## src/hdl/dcsm_pkg.sv

```systemverilog
// Package for the geared DC servo motor model step unit.
// Command codes, controller states, command/status structs. No dependencies.
package dcsm_pkg;

  localparam int unsigned DW = 32;

  typedef enum logic [1:0] {
    CMD_VOLT   = 2'd0,
    CMD_TORQUE = 2'd1,
    CMD_STEP   = 2'd2,
    CMD_INIT   = 2'd3
  } cmd_t;

  typedef enum logic [2:0] {
    REG_KT   = 3'd0,
    REG_RES  = 3'd1,
    REG_N    = 3'd2,
    REG_EFF  = 3'd3,
    REG_VSUP = 3'd4,
    REG_J    = 3'd5,
    REG_KP   = 3'd6,
    REG_KD   = 3'd7
  } reg_idx_t;

  // Datapath micro-operations.
  typedef enum logic [1:0] {
    OP_NONE = 2'd0,
    OP_MUL  = 2'd1,
    OP_DIV  = 2'd2,
    OP_ADD  = 2'd3
  } op_t;

  // Operand selectors.
  typedef enum logic [4:0] {
    SRC_ACC  = 5'd0,
    SRC_NK   = 5'd1,
    SRC_VAL  = 5'd2,
    SRC_RATE = 5'd3,
    SRC_RES  = 5'd4,
    SRC_TMP  = 5'd5,
    SRC_VC   = 5'd6,
    SRC_KT   = 5'd7,
    SRC_N    = 5'd8,
    SRC_EP   = 5'd9,
    SRC_EV   = 5'd10,
    SRC_KP   = 5'd11,
    SRC_KD   = 5'd12,
    SRC_DT   = 5'd13,
    SRC_J    = 5'd14,
    SRC_EFF  = 5'd15,
    SRC_ANG  = 5'd16,
    SRC_POS  = 5'd17,
    SRC_VEL  = 5'd18
  } src_t;

  typedef enum logic [3:0] {
    DST_ACC = 4'd0,
    DST_NK  = 4'd1,
    DST_TMP = 4'd2,
    DST_C   = 4'd3,
    DST_VEL = 4'd4,
    DST_POS = 4'd5,
    DST_VLT = 4'd6,
    DST_EP  = 4'd7,
    DST_EV  = 4'd8
  } dst_t;

  typedef enum logic [4:0] {
    S_IDLE, S_NK, S_T1, S_T2, S_T3, S_T4, S_T5,
    S_S1, S_S2, S_S3, S_S4, S_S5, S_S6,
    S_D1, S_D2, S_D3, S_D4, S_D5, S_D6, S_D7, S_D8, S_D9, S_D10, S_D11,
    S_EFF, S_OUT
  } state_t;

  typedef struct packed {
    logic  start;     // latch inputs, clear flag
    logic  go;        // launch an operation
    op_t   op;
    src_t  src_a;
    src_t  src_b;
    logic  neg_b;     // subtract for OP_ADD
    dst_t  dst;
    logic  clip;      // form clipped voltage into c
    logic  set_volt;  // stored voltage <= command value
    logic  init_disc;
    logic  zero_acc;
  } dcsm_cmd_t;

  typedef struct packed {
    logic busy;
  } dcsm_sts_t;

endpackage

```

## src/hdl/dcsm_ctrl.sv

```systemverilog
// Controller: sequences micro-operations over the datapath per command.
// Uses dcsm_pkg command/status structs and state enum.
module dcsm_ctrl import dcsm_pkg::*; (
  input  logic       clk,
  input  logic       rst_n,
  input  logic       in_valid,
  output logic       in_stall,
  output logic       out_valid,
  input  logic       out_stall,
  input  logic [1:0] cmd_code,
  input  logic       j_pos,
  input  dcsm_sts_t  sts,
  output dcsm_cmd_t  cmd,
  output logic       out_load
);

  state_t state_r, state_nxt;
  logic   issued_r, issued_nxt;
  logic   ovalid_r, ovalid_nxt;

  always_ff @(posedge clk) begin
    if (!rst_n) begin
      state_r  <= S_IDLE;
      issued_r <= 1'b0;
      ovalid_r <= 1'b0;
    end else begin
      state_r  <= state_nxt;
      issued_r <= issued_nxt;
      ovalid_r <= ovalid_nxt;
    end
  end

  // At most one operation per state: issue, wait for done, advance.
  always_comb begin
    logic   done;
    state_t after;
    cmd        = '0;
    state_nxt  = state_r;
    issued_nxt = issued_r;
    after      = S_IDLE;
    out_load   = 1'b0;
    ovalid_nxt = ovalid_r && out_stall;
    in_stall   = (state_r != S_IDLE);
    done       = issued_r && !sts.busy;
    unique case (state_r)
      S_IDLE:  begin
        if (in_valid) begin
          cmd.start = 1'b1; state_nxt = S_NK;
        end
      end
      S_NK:  begin
        cmd.op = OP_MUL; cmd.src_a = SRC_N; cmd.src_b = SRC_KT; cmd.dst = DST_NK;
        cmd.zero_acc = 1'b1;
        unique case (cmd_t'(cmd_code))
          CMD_VOLT:   after = S_OUT;
          CMD_TORQUE: after = S_T1;
          CMD_STEP:   after = S_S1;
          CMD_INIT:   after = S_OUT;
          default:    after = S_OUT;
        endcase
      end
      S_T1: begin cmd.op = OP_MUL; cmd.src_a = SRC_VAL; cmd.src_b = SRC_RES;
        cmd.dst = DST_TMP; after = S_T2; end
      S_T2: begin cmd.op = OP_DIV; cmd.src_a = SRC_TMP; cmd.src_b = SRC_NK;
        cmd.dst = DST_TMP; after = S_T3; end
      S_T3: begin cmd.op = OP_MUL; cmd.src_a = SRC_NK; cmd.src_b = SRC_RATE;
        cmd.dst = DST_ACC; after = S_T4; end
      S_T4: begin cmd.op = OP_ADD; cmd.src_a = SRC_TMP; cmd.src_b = SRC_ACC;
        cmd.dst = DST_VLT; after = S_T5; end
      S_T5: begin cmd.zero_acc = 1'b1; state_nxt = S_OUT; end
      S_S1: begin cmd.op = OP_MUL; cmd.src_a = SRC_NK; cmd.src_b = SRC_RATE;
        cmd.dst = DST_TMP; cmd.clip = !issued_r; after = S_S2; end
      S_S2: begin cmd.op = OP_ADD; cmd.src_a = SRC_VC; cmd.src_b = SRC_TMP;
        cmd.neg_b = 1'b1; cmd.dst = DST_ACC; after = S_S3; end
      S_S3: begin cmd.op = OP_MUL; cmd.src_a = SRC_NK; cmd.src_b = SRC_ACC;
        cmd.dst = DST_ACC; after = S_S4; end
      S_S4: begin cmd.op = OP_DIV; cmd.src_a = SRC_ACC; cmd.src_b = SRC_RES;
        cmd.dst = DST_ACC; after = j_pos ? S_D1 : S_EFF; end
      // ep = angle - pos, ev = rate - vel
      S_D1: begin cmd.op = OP_ADD; cmd.src_a = SRC_ANG; cmd.src_b = SRC_POS;
        cmd.neg_b = 1'b1; cmd.dst = DST_EP; after = S_D2; end
      S_D2: begin cmd.op = OP_ADD; cmd.src_a = SRC_RATE; cmd.src_b = SRC_VEL;
        cmd.neg_b = 1'b1; cmd.dst = DST_EV; after = S_D3; end
      // c = Kp*ep + Kd*ev, held in the vc slot
      S_D3: begin cmd.op = OP_MUL; cmd.src_a = SRC_KP; cmd.src_b = SRC_EP;
        cmd.dst = DST_TMP; after = S_D4; end
      S_D4: begin cmd.op = OP_MUL; cmd.src_a = SRC_KD; cmd.src_b = SRC_EV;
        cmd.dst = DST_C; after = S_D5; end
      S_D5: begin cmd.op = OP_ADD; cmd.src_a = SRC_TMP; cmd.src_b = SRC_VC;
        cmd.dst = DST_C; after = S_D6; end
      // vel += dt*c/J, then pos += dt*vel
      S_D6: begin cmd.op = OP_MUL; cmd.src_a = SRC_DT; cmd.src_b = SRC_VC;
        cmd.dst = DST_TMP; after = S_D7; end
      S_D7: begin cmd.op = OP_DIV; cmd.src_a = SRC_TMP; cmd.src_b = SRC_J;
        cmd.dst = DST_TMP; after = S_D8; end
      S_D8: begin cmd.op = OP_ADD; cmd.src_a = SRC_VEL; cmd.src_b = SRC_TMP;
        cmd.dst = DST_VEL; after = S_D9; end
      S_D9: begin cmd.op = OP_MUL; cmd.src_a = SRC_DT; cmd.src_b = SRC_VEL;
        cmd.dst = DST_TMP; after = S_D10; end
      S_D10: begin cmd.op = OP_ADD; cmd.src_a = SRC_POS; cmd.src_b = SRC_TMP;
        cmd.dst = DST_POS; after = S_D11; end
      // torque -= c
      S_D11: begin cmd.op = OP_ADD; cmd.src_a = SRC_ACC; cmd.src_b = SRC_VC;
        cmd.neg_b = 1'b1; cmd.dst = DST_ACC; after = S_EFF; end
      S_EFF: begin cmd.op = OP_MUL; cmd.src_a = SRC_ACC; cmd.src_b = SRC_EFF;
        cmd.dst = DST_ACC; after = S_OUT; end
      S_OUT: begin
        if (!ovalid_r || !out_stall) begin
          out_load   = 1'b1;
          ovalid_nxt = 1'b1;
          state_nxt  = S_IDLE;
          if (cmd_t'(cmd_code) == CMD_VOLT) cmd.set_volt = 1'b1;
          if (cmd_t'(cmd_code) == CMD_INIT) cmd.init_disc = 1'b1;
        end
      end
      default: state_nxt = S_IDLE;
    endcase
    // generic issue / wait handshake for operation states
    if (cmd.op != OP_NONE) begin
      if (!issued_r) begin
        cmd.go = 1'b1; issued_nxt = 1'b1;
      end else if (done) begin
        issued_nxt = 1'b0; state_nxt = after;
      end
    end
  end

  assign out_valid = ovalid_r;

endmodule

```

## config.mk

```make
export PLATFORM = sky130hd
export DESIGN_NAME = dcsm_ctrl
export DESIGN_NICKNAME = d
export VERILOG_FILES = /design/src/hdl/dcsm_pkg.sv /design/src/hdl/dcsm_ctrl.sv
export SDC_FILE = /design/constraint.sdc
export NUM_CORES = 1
export LEC_CHECK = 0
export ABC_CLOCK_PERIOD_IN_PS = 2500
export CAP_MARGIN = 20
export CORE_MARGIN = 2
export CORE_UTILIZATION = 45
export CTS_CLUSTER_DIAMETER = 200
export CTS_CLUSTER_SIZE = 28
export DETAILED_ROUTE_END_ITERATION = 7
export DONT_BUFFER_PORTS = 1
export PLACE_DENSITY = 0.7
export SYNTH_ARGS = -nofsm -noshare
export SYNTH_HDL_FRONTEND = slang
export SYNTH_SLANG_ARGS = --single-unit
```

## constraint.sdc

```tcl
create_clock -name clk -period 2.5 [get_ports clk]
set_input_delay 0.125 -clock clk [delete_from_list [all_inputs] [get_ports clk]]
set_output_delay 0.125 -clock clk [all_outputs]
set_load 0.02 [all_outputs]
```

==> results.toml, run 1 <==
[route]
ant_nets = 0
route.detailed.drc = 0
wl_per_cell_um = 17.1
drtIter0Drc = 197
drt_first_pass_iters = 5
vias_per_cell = 6.70
wl_um = 4230
vias = 1655

[power]
clkPwrFrac = 0.081
swShare = 0.578
power.switching_uw = 764
comb_power_share = 0.754
cellPowerDensity_mw_per_mm2 = 915
intPower_uw = 558
peakVddDrop_uv = 560
p_leak_uw = 0.000584
p_seq_frac = 0.165
power_uw = 1320

[timing]
slew_violations = 0
slew_headroom = 0.514
max_freq_ghz = 0.428
finalSetupTns_ps = 0
finalCritPeriodShare = 0.936
fin_skew_ps = 5.58
hold_viol_final = 0
setup_violations = 0
min_period_ps = 2340
worst_pin_slew_ps = 726
rsz0062_at_grt = "false"

[grt]
grt_max_degree = 23
grt_overflow = 0
grt_use_total = 0.248
antenna_found_initial = 0
grt_pass1_vias = 1425
grt_pass1_wl_um = 6710

[synthesis]
syn-cell-area_mm2 = 0.00134
synth_top_cell_by_area = "dfxtp_1"
ys_seq_elements = 7
synth_top_cell_area_share = 0.105
ys_top_cells_by_area = "dfxtp_1 10%, a21oi_1 8.6%, o21ai_0 7.9%"
synth_flop_cell = "dfxtp_1"
synth_cell_type_count = 50
yosysWarnings = 0
syn_nets = 223
ys_async_sr_fraction = 0
syn_inst = 211
syn_avg_cell_area_um2 = 6.34
synth_edf_count = 0
ys_seq_area_frac = 0.105

[critical_path]
worstPathRequired_ps = 2380
path_max_fanout = 22
worstSetupPathType = "flip-flop to primary output"
start_kind = "flip-flop"
cp.arrival_ps = 2210
end_kind = "primary output"

[job]
cap_violations = 0

[floorplan]
boundaryPins = 34
rows = 19
die_y_um = 58.5
die_w_um = 58.5
start_util = 0.481
die_area_mm2 = 0.00342
core_area_mm2 = 0.00278

[clocking]
cts_tree = "built"
clk_latency_ps = 260
numCtsBuffers = 3
cts.sinks = 7
cts_setup_buffers = 0
cts.htree.levels = 1
cts.reportedPaths.clkPinSlew_ps = 60
clockRootBuffer = "clkbuf_4"
ctsLongestPathBuffers = 2

[finish]
antenna_cells = 0
area_growth_pct = 7.95
layout-drive-gt1-share = 0.153
final_area_mm2 = 0.00144
fill_cells = 304
nets = 229
layoutNonFillerInstCount = 247

[place]
gp_congestion = 0.946
portBuffers = 0
hpwl_um = 3080
dp_cells = 241
post_dp_cell_area_mm2 = 0.00140

[status]
outcome = "finished, final reports clean"

[hold_path]
min_path_type = "input port to flip-flop"
## stage by stage
step | setup WS (ps) | utilization | hold slack, ps
3_3_place_gp | 603 | 0.502 | 253
6_report | 161 | 0.519 | 16.8
3_5_place_dp | 529 | 0.502 | 258
4_1_cts | 246 | 0.516 | 0.264
5_1_grt | 20.1 | 0.519 | 6.54
2_1_floorplan | 792 | - | 243
## Yosys cell counts (2+ instances only)
| master | number |
|---|---|
| nor2_1 | 26 |
| nand2_1 | 24 |
| a21oi_1 | 23 |
| o21ai_0 | 21 |
| buf_2 | 11 |
| nand2b_1 | 8 |
| nor3_1 | 8 |
| dfxtp_1 | 7 |
| nor2b_1 | 7 |
| a21boi_0 | 4 |
| and2_1 | 4 |
| ha_1 | 4 |
| inv_1 | 4 |
| nor4_1 | 4 |
| a211oi_1 | 3 |
| a31oi_1 | 3 |
| buf_6 | 3 |
| clkbuf_1 | 3 |
| o21a_1 | 3 |
| o22ai_1 | 3 |
| buf_4 | 2 |
| nand4_1 | 2 |
| nor2_2 | 2 |
| o211a_1 | 2 |
| o21ai_1 | 2 |
| o31ai_1 | 2 |
| o32ai_1 | 2 |
| or2_2 | 2 |
## per-layer routing
layer  track usage  routed length, um
met5             0                  0
met4        0.0532                 14
met3        0.0593                424
met2         0.377               1920
met1         0.356               1870
## flip-flops by register name, summed over array words and instances (netlist names)
signal,flops
state_r,5
issued_r,1
out_valid,1
## cells in the final DEF (no fill, tap or decap), types with 2 or more instances in the layout
cell / instances
nor2_2: 2
a211oi_1: 3
o31ai_1: 2
o211a_1: 2
and2_1: 4
o21a_1: 3
nand2_1: 24
nor2_1: 26
a31oi_1: 3
nor3_1: 8
nand4_1: 2
a21boi_0: 4
dfxtp_1: 7
or2_2: 2
clkbuf_4: 3
o22ai_1: 3
a21oi_1: 23
o21ai_1: 2
inv_1: 4
nor4_1: 4
o32ai_1: 2
nor2b_1: 7
o21ai_0: 21
nand2b_1: 8
buf_4: 18
ha_1: 4
dlygate4sd3_1: 2
## critical path: stages (launching register included)
cell and delay (ps):
dfxtp_1 770, inv_1 390, nor2_1 240, nor3_1 70, o32ai_1 280, buf_4 200
## cell families after synthesis
group	Yosys count	synth area share
and+or+nand+nor	93	0.341
xor gates and xnor gates	1	0.00655
buffers and inverters	24	0.100
adders and majority gates	4	0.0374
AOI/OAI and AO/OA	82	0.410
DFF	7	0.105
## final timing paths
| kind | startpoint | endpoint | slack (ps) | cells after the start |
|---|---|---|---|---|
| worst max-delay path | state_r[2] | cmd[14] | 160 | 5 |
| worst min-delay path | rst_n | out_valid | 20 | 1 |
| worst max register to register | state_r[2] | state_r[0] | 450 | 5 |
| worst min register to register | issued_r | issued_r | 600 | 1 |
## cell type report
cell class                      instances  area [um^2]  share of cell area
Clock inverter                          1         5.00             0.00347
Timing Repair Buffer                   20          155               0.107
Clock buffer                            3         22.5              0.0156
Sequential cell                         7          140              0.0971
Tap cell                               31         38.8              0.0269
Multi-Input combinational cell        180         1060               0.737
Inverter                                5         18.8              0.0130
## what timing repair did
item	CTS	global route
hold buffers	1	1
hold endpoints to repair	3	2
resized for setup	0	0
## power groups by stage
stage                     Combinational, uW  Sequential [uW]  Clock, uW
after floorplan                         814              152          0
after CTS                               978              213        110
after global placement                  969              213          0
after detailed placement                971              215          0
after global routing                   1070              223        118
final                                   996              218        108
(Power assumes the default switching activity.)
==> run 2, diff against run 1 <==
--- a/config.mk
+++ b/config.mk
@@ -8,12 +8,13 @@
 export ABC_CLOCK_PERIOD_IN_PS = 2500
 export CAP_MARGIN = 20
 export CORE_MARGIN = 2
-export CORE_UTILIZATION = 45
+export CORE_UTILIZATION = 49
 export CTS_CLUSTER_DIAMETER = 200
 export CTS_CLUSTER_SIZE = 28
 export DETAILED_ROUTE_END_ITERATION = 7
 export DONT_BUFFER_PORTS = 1
-export PLACE_DENSITY = 0.7
+export HOLD_SLACK_MARGIN = 0.05
+export PLACE_DENSITY = 0.74
 export SYNTH_ARGS = -nofsm -noshare
 export SYNTH_HDL_FRONTEND = slang
 export SYNTH_SLANG_ARGS = --single-unit
==> run 2 against run 1 <==
Wire length down 6.6%. Sequential cell count unchanged. First-iteration DRC count is 44% lower. Sequential power increased by 2%. Via count down 2.8%. Die area shrank 7.6%. Critical endpoint is now cmd[17]. Largest cell class unchanged.
==> results.toml, run 2 (synthesis results as in run 1) <==
[route]
route.detailed.drc = 0
ant_nets = 0
wl_per_cell_um = 16.1
drtIter0Drc = 110
wl_um = 3950
vias = 1608
vias_per_cell = 6.56
drt_first_pass_iters = 4

[place]
dp_slack_ps = 548
hpwl_um = 2950
post_dp_cell_area_mm2 = 0.00140
portBuffers = 0
gp_congestion = 0.923

[finish]
fin_util = 0.567
final_area_mm2 = 0.00143
mostFrequentLayoutCells = "26 x nor2_1, 24 x nand2_1, 23 x a21oi_1"
top_register = "state_r"
antenna_cells = 0
layout-drive-gt1-share = 0.149
area_growth_pct = 7.02
fill_cells = 276
nets = 228
largest_reg_flops = 5
final_common_cell = "nor2_1"

[job]
cap_violations = 0

[hold_path]
hold-path-cell-count = 2
min_path_type = "input port to flip-flop"

[timing]
finalWorstSetupSlack_ps = 263
fin_skew_ps = 2.85
finalCritPeriodShare = 0.895
finalSetupTns_ps = 0
setup_violations = 0
max_freq_ghz = 0.447
rsz0062_at_grt = "false"
min_period_ps = 2240
hold_viol_final = 0
worst_pin_slew_ps = 685
fin_hold_ws_ps = 87.4
slew_violations = 0
slew_headroom = 0.538

[floorplan]
die_area_mm2 = 0.00316
die_w_um = 56.2
die_y_um = 56.2
boundaryPins = 34
core_area_mm2 = 0.00252
start_util = 0.530
rows = 18

[critical_path]
worstSetupPathType = "flip-flop to primary output"
worstPathRequired_ps = 2380
end_kind = "primary output"
cp_num_cells = 5
path_cells = "inv_1 -> nor2_1 -> nor4_1 -> o21ai_0 -> o21ai_0"
path_max_fanout = 22
cp_common_cell = "o21ai_0"
r2r_slack_ps = 500
cp_num_buf_inv = 1
start_kind = "flip-flop"
crit_family = "flip-flops"
cp.arrival_ps = 2110
critPathMaxStageDelay_ps = 730
reg2regPathDepth = 5
slowest_stage = "dfxtp_1"

[power]
peakVddDrop_uv = 570
p_leak_uw = 0.000577
cellPowerDensity_mw_per_mm2 = 897

[grt]
grt_overflow = 0
grt_use_total = 0.241
grt_pass1_vias = 1282
grt_pass1_wl_um = 6150
antenna_found_initial = 0
grt_max_degree = 23

[clocking]
cts.sinks = 7
clockRootBuffer = "clkbuf_4"
cts.htree.levels = 1
ctsLongestPathBuffers = 2
numCtsBuffers = 3
cts.reportedPaths.clkPinSlew_ps = 50
cts_tree = "built"
clk_latency_ps = 250

[status]
outcome = "finished, final reports clean"
[run 2: cell types whose count changed in the layout (fill, tap and decap cells not counted)]
cell,delta
clkbuf_1,+1
clkinv_2,-1
dlygate4sd3_1,-1
[run 2: routing by layer]
metal / vias to the layer above / wire length (um) / GRT usage
met5: - / 0 / 0
met2: 104 / 1770 / 0.368
li1: 776 / - / -
met1: 722 / 1700 / 0.354
met4: 0 / 36 / 0.0476
met3: 6 / 446 / 0.0419
[run 2: stage by stage]
step,power [uW],instances
after floorplan,966,211
after global placement,1160,240
after detailed placement,1160,240
after CTS,1270,245
after global routing,1390,245
final,1280,245
[run 2: what timing repair did]
| item | in CTS | in global routing |
|---|---|---|
| gates resized for setup | 0 | 0 |
| hold buffers | 1 | 0 |
| hold endpoints to repair | 7 | 0 |
| setup buffers | 0 | 0 |
[run 2: where the power goes]
group / total (uW) / internal (uW) / leakage (uW) / switching, uW
sequential: 222 / 135 / 0.0000572 / 86.8
combinational: 960 / 355 / 0.000505 / 605
clock: 102 / 60.9 / 0.0000150 / 41.4
[run 2: final timing paths]
check                  start         end
setup / recovery  state_r[2]     cmd[17]
hold reg to reg     issued_r    issued_r
setup reg to reg  state_r[2]  state_r[0]
hold / removal     out_stall   out_valid
[run 2: area by class of cell]
type | instances | area (um^2) | area share
multi-input cells | 180 | 1060 | 0.743
repair buffers | 19 | 145 | 0.101
flip-flops and latches | 7 | 140 | 0.0979
well taps | 30 | 37.5 | 0.0262
clock buffers | 4 | 26.3 | 0.0184
inverters | 5 | 18.8 | 0.0131
